`src/hw/rtl/dtl_pkg.sv`:
```
// Shared types and constants of the dirty tilemap layer scan block.
// No dependencies; imported by every module of the block.
`timescale 1ns / 1ps

package dtl_pkg;

    // field widths
    localparam int REQ_W      = 2;
    localparam int LAYER_W    = 2;
    localparam int POS_W      = 7;
    localparam int SIZE_W     = 7;
    localparam int TILE_W     = 8;
    localparam int SCROLL_W   = 12;
    localparam int DIM_W      = 7;
    localparam int LCNT_W     = 3;
    localparam int SRC_W      = 13;
    localparam int DEST_W     = 11;
    localparam int COORD_W    = 13;   // signed map coordinate during address math

    // port widths
    localparam int S_TDATA_W  = 40;
    localparam int S_TUSER_W  = 2;
    localparam int M_TDATA_W  = 40;
    localparam int M_TUSER_W  = 2;
    localparam int CFG_IDX_W  = 3;
    localparam int CFG_DATA_W = 12;

    // parameter defaults
    localparam int DEF_TILE_WIDTH  = 32;
    localparam int DEF_TILE_HEIGHT = 32;
    localparam int DEF_MAP_DIM     = 64;
    localparam int DEF_MAX_LAYERS  = 4;

    // register reset values
    localparam logic [DIM_W-1:0]  RST_MAP_COLS    = 7'd64;
    localparam logic [DIM_W-1:0]  RST_MAP_ROWS    = 7'd64;
    localparam logic [LCNT_W-1:0] RST_LAYER_COUNT = 3'd4;

    // configuration register indexes
    localparam logic [CFG_IDX_W-1:0] CFG_SCROLL_X    = 3'd0;
    localparam logic [CFG_IDX_W-1:0] CFG_SCROLL_Y    = 3'd1;
    localparam logic [CFG_IDX_W-1:0] CFG_MAP_COLS    = 3'd2;
    localparam logic [CFG_IDX_W-1:0] CFG_MAP_ROWS    = 3'd3;
    localparam logic [CFG_IDX_W-1:0] CFG_LAYER_COUNT = 3'd4;

    // request kinds
    typedef enum logic [REQ_W-1:0] {
        REQ_LOAD  = 2'd0,
        REQ_MARK  = 2'd1,
        REQ_VISIT = 2'd2
    } req_t;

    typedef struct packed {
        logic [REQ_W-1:0]         req_type;
        logic [LAYER_W-1:0]       layer;
        logic signed [POS_W-1:0]  col;
        logic signed [POS_W-1:0]  row;
        logic [SIZE_W-1:0]        rect_w;
        logic [SIZE_W-1:0]        rect_h;
        logic [TILE_W-1:0]        tile_value;
    } item_t;

    typedef struct packed {
        logic                     status;
        logic                     draw;
        logic [SRC_W-1:0]         src_x;
        logic signed [DEST_W-1:0] dest_x;
        logic signed [DEST_W-1:0] dest_y;
    } result_t;

    // map geometry registers seen by the engine
    typedef struct packed {
        logic [DIM_W-1:0]  map_cols;
        logic [DIM_W-1:0]  map_rows;
        logic [LCNT_W-1:0] layer_count;
    } geom_t;

endpackage

```
`src/hw/rtl/dtl_div.sv`:
```
// Divider of a signed scroll offset by a constant tile size.
// Truncating quotient and remainder by reciprocal multiplication. Uses dtl_pkg.
`timescale 1ns / 1ps

module dtl_div
    import dtl_pkg::*;
#(
    parameter int DIVISOR = DEF_TILE_WIDTH
) (
    input  logic                                aclk,
    input  logic                                aresetn,
    input  logic                                start,
    input  logic signed [SCROLL_W-1:0]          dividend,
    output logic                                busy,
    output logic signed [SCROLL_W-1:0]          quo,
    output logic signed [$clog2(DIVISOR):0]     rem
);

    localparam int RBW = $clog2(DIVISOR) + 1;
    localparam int SH  = 2 * SCROLL_W;
    localparam int MW  = SH - $clog2(DIVISOR) + 1;
    localparam int PW  = SCROLL_W + MW;
    // floor(2^SH / DIVISOR): the estimate is the quotient or one below it
    localparam logic [MW-1:0] RECIP = MW'((1 << SH) / DIVISOR);

    logic [SCROLL_W-1:0] mag_reg;
    logic                neg_reg;
    logic [SCROLL_W-1:0] qe_reg;
    logic [SCROLL_W-1:0] r_reg;
    logic [2:0]          stage_reg;
    logic signed [SCROLL_W-1:0] quo_reg;
    logic signed [RBW-1:0]      rem_reg;

    logic [PW-1:0]       prod;
    logic [SCROLL_W-1:0] qd;
    logic                ge;
    logic [SCROLL_W-1:0] q_fix;
    logic [SCROLL_W-1:0] r_fix;

    // quotient estimate, back product and one correction step
    always_comb begin
        prod  = PW'(mag_reg) * PW'(RECIP);
        qd    = SCROLL_W'(qe_reg * SCROLL_W'(DIVISOR));
        ge    = (r_reg >= SCROLL_W'(DIVISOR));
        q_fix = ge ? (qe_reg + 1'b1) : qe_reg;
        r_fix = ge ? (r_reg - SCROLL_W'(DIVISOR)) : r_reg;
    end

    always_ff @(posedge aclk) begin
        if (!aresetn) begin
            stage_reg <= '0;
            quo_reg   <= '0;
            rem_reg   <= '0;
        end else if (start) begin
            stage_reg <= 3'b001;
            neg_reg   <= dividend[SCROLL_W-1];
            mag_reg   <= dividend[SCROLL_W-1] ? (~dividend + 1'b1) : dividend;
        end else begin
            stage_reg <= {stage_reg[1:0], 1'b0};
            if (stage_reg[0]) begin
                qe_reg <= SCROLL_W'(prod >> SH);
            end
            if (stage_reg[1]) begin
                r_reg <= mag_reg - qd;
            end
            // last step: apply the sign of the dividend to both results
            if (stage_reg[2]) begin
                quo_reg <= neg_reg ? (~q_fix + 1'b1) : q_fix;
                rem_reg <= neg_reg ? (~RBW'(r_fix) + 1'b1) : RBW'(r_fix);
            end
        end
    end

    assign busy = |stage_reg;
    assign quo  = quo_reg;
    assign rem  = rem_reg;

endmodule

```
`config.mk`:
```
export PLATFORM = sky130hd
export DESIGN_NAME = dtl_div
export DESIGN_NICKNAME = d
export VERILOG_FILES = /design/src/hw/rtl/dtl_pkg.sv /design/src/hw/rtl/dtl_div.sv
export SDC_FILE = /design/constraint.sdc
export NUM_CORES = 1
export LEC_CHECK = 0
export BUFFER_PORTS_ARGS = -buffer_cell sky130_fd_sc_hd__buf_2
export CORE_MARGIN = 2
export CORE_UTILIZATION = 45
export DETAILED_ROUTE_END_ITERATION = 10
export SETUP_SLACK_MARGIN = 0.15
export SYNTH_ARGS = -nofsm -noshare
export SYNTH_HDL_FRONTEND = slang
export SYNTH_SLANG_ARGS = --single-unit
```
`constraint.sdc`:
```
create_clock -name aclk -period 2.8 [get_ports aclk]
set_clock_uncertainty 0.05 [all_clocks]
set_input_delay 0.42 -clock aclk [delete_from_list [all_inputs] [get_ports aclk]]
set_output_delay 0.42 -clock aclk [all_outputs]
set_load 0.005 [all_outputs]
```
==> impl_metrics.json <==
{
  "n_fill_cell": 590,
  "synth-seq-area-share_pct": 48.44,
  "vias": 2054,
  "chipWidth_um": 83.60,
  "syn-mean-instance-area_um2": 10.56,
  "synth_area_um2": 2851,
  "rsz0062_at_grt": "no",
  "layout_common_cells": "buf_2 (33), edfxtp_1 (32), nand2_1 (27)",
  "clk_latency_ns": 0.31,
  "post-route-min-period_ns": 2.479,
  "clkSinkCount": 53,
  "grt_overflow": 0,
  "core_um2": 6241,
  "r2r-end": "quo[7]$_SDFFE_PN0P_",
  "power_density_nw_per_um2": 441.9,
  "r2r_slack_ns": 0.32,
  "io_pins": 34,
  "io_buffers": 33,
  "clk_path_buf_depth": 2,
  "drt_iter0_drc": 85,
  "cp-start-kind": "flip-flop",
  "drcViolationCount": 0,
  "final_min_period_over_clock_period_pct": 88.54,
  "drv_slew": 0,
  "cpMaxStageDelayCell": "edfxtp_1",
  "max_freq_mhz": 403.4,
  "wl_um": 5375,
  "regArea_um2": 1381,
  "synth_edf_count": 32,
  "min-delay-start": "dividend[0]",
  "crit_buf_inv": 0,
  "maxCapViolCount": 0,
  "firstDrtPassIters": 4,
  "antennaDiodeCount": 0,
  "synth_fp_nets": 296,
  "async_flop_share_pct": 0,
  "path_max_fanout": 7,
  "cp_cell_sequence": "ha_1 -> nand4b_1 -> or4_1 -> o22ai_1 -> a31oi_2 -> o311a_1 -> a211oi_2",
  "hold_buffers": 0,
  "final_layout_size_suffix_gt1_share_pct": 23.23,
  "multi_input_comb_area_um2": 1380,
  "area_delta_synth_final_pct": 14.48,
  "critPathRequiredTime_ns": 2.99,
  "crit_arrival_ns": 2.67,
  "ys_types": 59,
  "min_path_cells": 1,
  "setup_violations": 0,
  "worst_pin_slew_ns": 0.5927,
  "peakVddDrop_mv": 0.2438,
  "grt_pass1_vias": 1992,
  "grt_pass1_wl_um": 9384,
  "setup_tns_ns": 0,
  "max-slew-margin-rel_pct": 60.48,
  "final_core_util_pct": 52.31,
  "place_congestion": 0.8407,
  "wire_per_inst_um": 13.89,
  "cp-end-kind": "flip-flop",
  "postRouteAntennaNets": 0,
  "dieHeight_um": 83.60,
  "ff2ff_path_depth": 7,
  "synthCells": 270,
  "final_common_cell": "buf_2",
  "dieArea_um2": 6989,
  "r2r-start": "qe_reg[1]$_DFFE_PP_",
  "yosys_warnings": 0,
  "fin_area_um2": 3264,
  "dp_hpwl_um": 4123,
  "hold_class": "in2reg",
  "cts-root-buf": "clkbuf_8",
  "critPathTopFamily": "compound AO/OA/AOI/OAI gates",
  "grt_max_degree": 23,
  "row_count": 29,
  "path_class": "reg2reg",
  "placed_cell_area_um2": 3102,
  "clkSlewWorstSetupHoldPaths_ns": 0.10,
  "initial_utilization_pct": 45.69,
  "cts_tree": "built",
  "finalHoldViolCount": 0,
  "antenna_found_initial": 0,
  "status": "finished clean",
  "grt_usage_pct": 16.53,
  "routed_via_density": 5.307,
  "synth-seq-cells": 53,
  "ys.flop_type": "edfxtp_1",
  "leakage_nw": 1.337,
  "layout.nets": 335,
  "cts_buffers": 5,
  "slowest_delay_ns": 0.52,
  "cts_htree_levels": 2,
  "holdPathEnd": "mag_reg[0]$_DFFE_PP_"
}
## worst max path at each step
| stage | startpoint | to | slack, ns | cells after the start |
|---|---|---|---|---|
| 2_1_floorplan | r_reg[9]$_DFFE_PP_ | quo[6]$_SDFFE_PN0P_ | 0.22 | 9 |
| 6_report | qe_reg[1]$_DFFE_PP_ | quo[7]$_SDFFE_PN0P_ | 0.32 | 7 |
| 5_1_grt | r_reg[5]$_DFFE_PP_ | quo[6]$_SDFFE_PN0P_ | 0.16 | 9 |
| 3_5_place_dp | r_reg[9]$_DFFE_PP_ | quo[6]$_SDFFE_PN0P_ | 0.16 | 9 |
| 4_1_cts | r_reg[9]$_DFFE_PP_ | quo[6]$_SDFFE_PN0P_ | 0.17 | 9 |
| 3_3_place_gp | r_reg[9]$_DFFE_PP_ | quo[6]$_SDFFE_PN0P_ | 0.24 | 9 |
## metal layers
layer,part of all wire (%),wire length [µm],vias up,global-route usage [%]
met4,1.4,77,0,5.425
met3,3.6,192,6,3.264
met1,46,2448,957,21.44
li1,-,-,1054,-
met2,49,2656,37,27.78
met5,0,0,-,0
## repair_timing
| action | in CTS | in global routing |
|---|---|---|
| pin swaps | 0 | 4 |
| endpoints found under the setup margin | 1 | 3 |
| buffers inserted | 0 | 4 |
| resized for setup | 1 | 7 |
## where the power goes
part           leakage [nW]  switching, mW  internal (mW)
Sequential            0.460         0.0132          0.854
Clock                0.0423          0.274          0.182
Combinational         0.835         0.0634         0.0557
## per-stage QoR
step	setup slack, ns	hold WS [ns]	total power [mW]	instances
2_1_floorplan	0.2241	0.3503	0.9655	270
3_3_place_gp	0.2413	0.3550	1.002	375
3_5_place_dp	0.1580	0.3545	1.005	375
4_1_cts	0.1664	0.2494	1.457	383
5_1_grt	0.1606	0.2523	1.501	387
6_report	0.3208	0.2616	1.443	387
## cells by family (layout without fill, tap and decap cells)
kind of cell	Yosys count	count (layout)	synth area share, %
simple gates	86	86	16.54
compound gates	63	63	17.11
flops	53	53	48.44
buf+inv	30	70	4.475
xor+xnor	26	26	7.986
fa+ha+maj	11	11	5.090
mux	1	1	0.3510
## layout make-up
cell class | count | share of cell area (%)
inverters | 19 | 2.185
clock buffers | 5 | 2.108
multi-input cells | 187 | 42.28
well taps | 77 | 2.951
repair buffers | 43 | 7.359
clock inverters | 3 | 0.8049
flip-flops and latches | 53 | 42.31
## synth_stat cells (all sizes together) (4+ instances only)
cell type   n  area (µm²)
edfxtp     32       960.9
nand2      28       105.1
dfxtp      21       420.4
xnor2      20       175.2
inv        19       71.31
o21ai      13       65.06
ha         10       125.1
nand3       9       45.04
a21oi       8       40.04
clkbuf      8       30.03
nor2        8       32.54
or3         8       56.31
a21boi      6       45.04
and2        6       38.79
nor3        6       30.03
o211a       6       60.06
xor2        6       52.55
o31ai       5       42.54
and3b       4       35.03
nand2b      4       25.02
(Power assumes the default switching activity.)
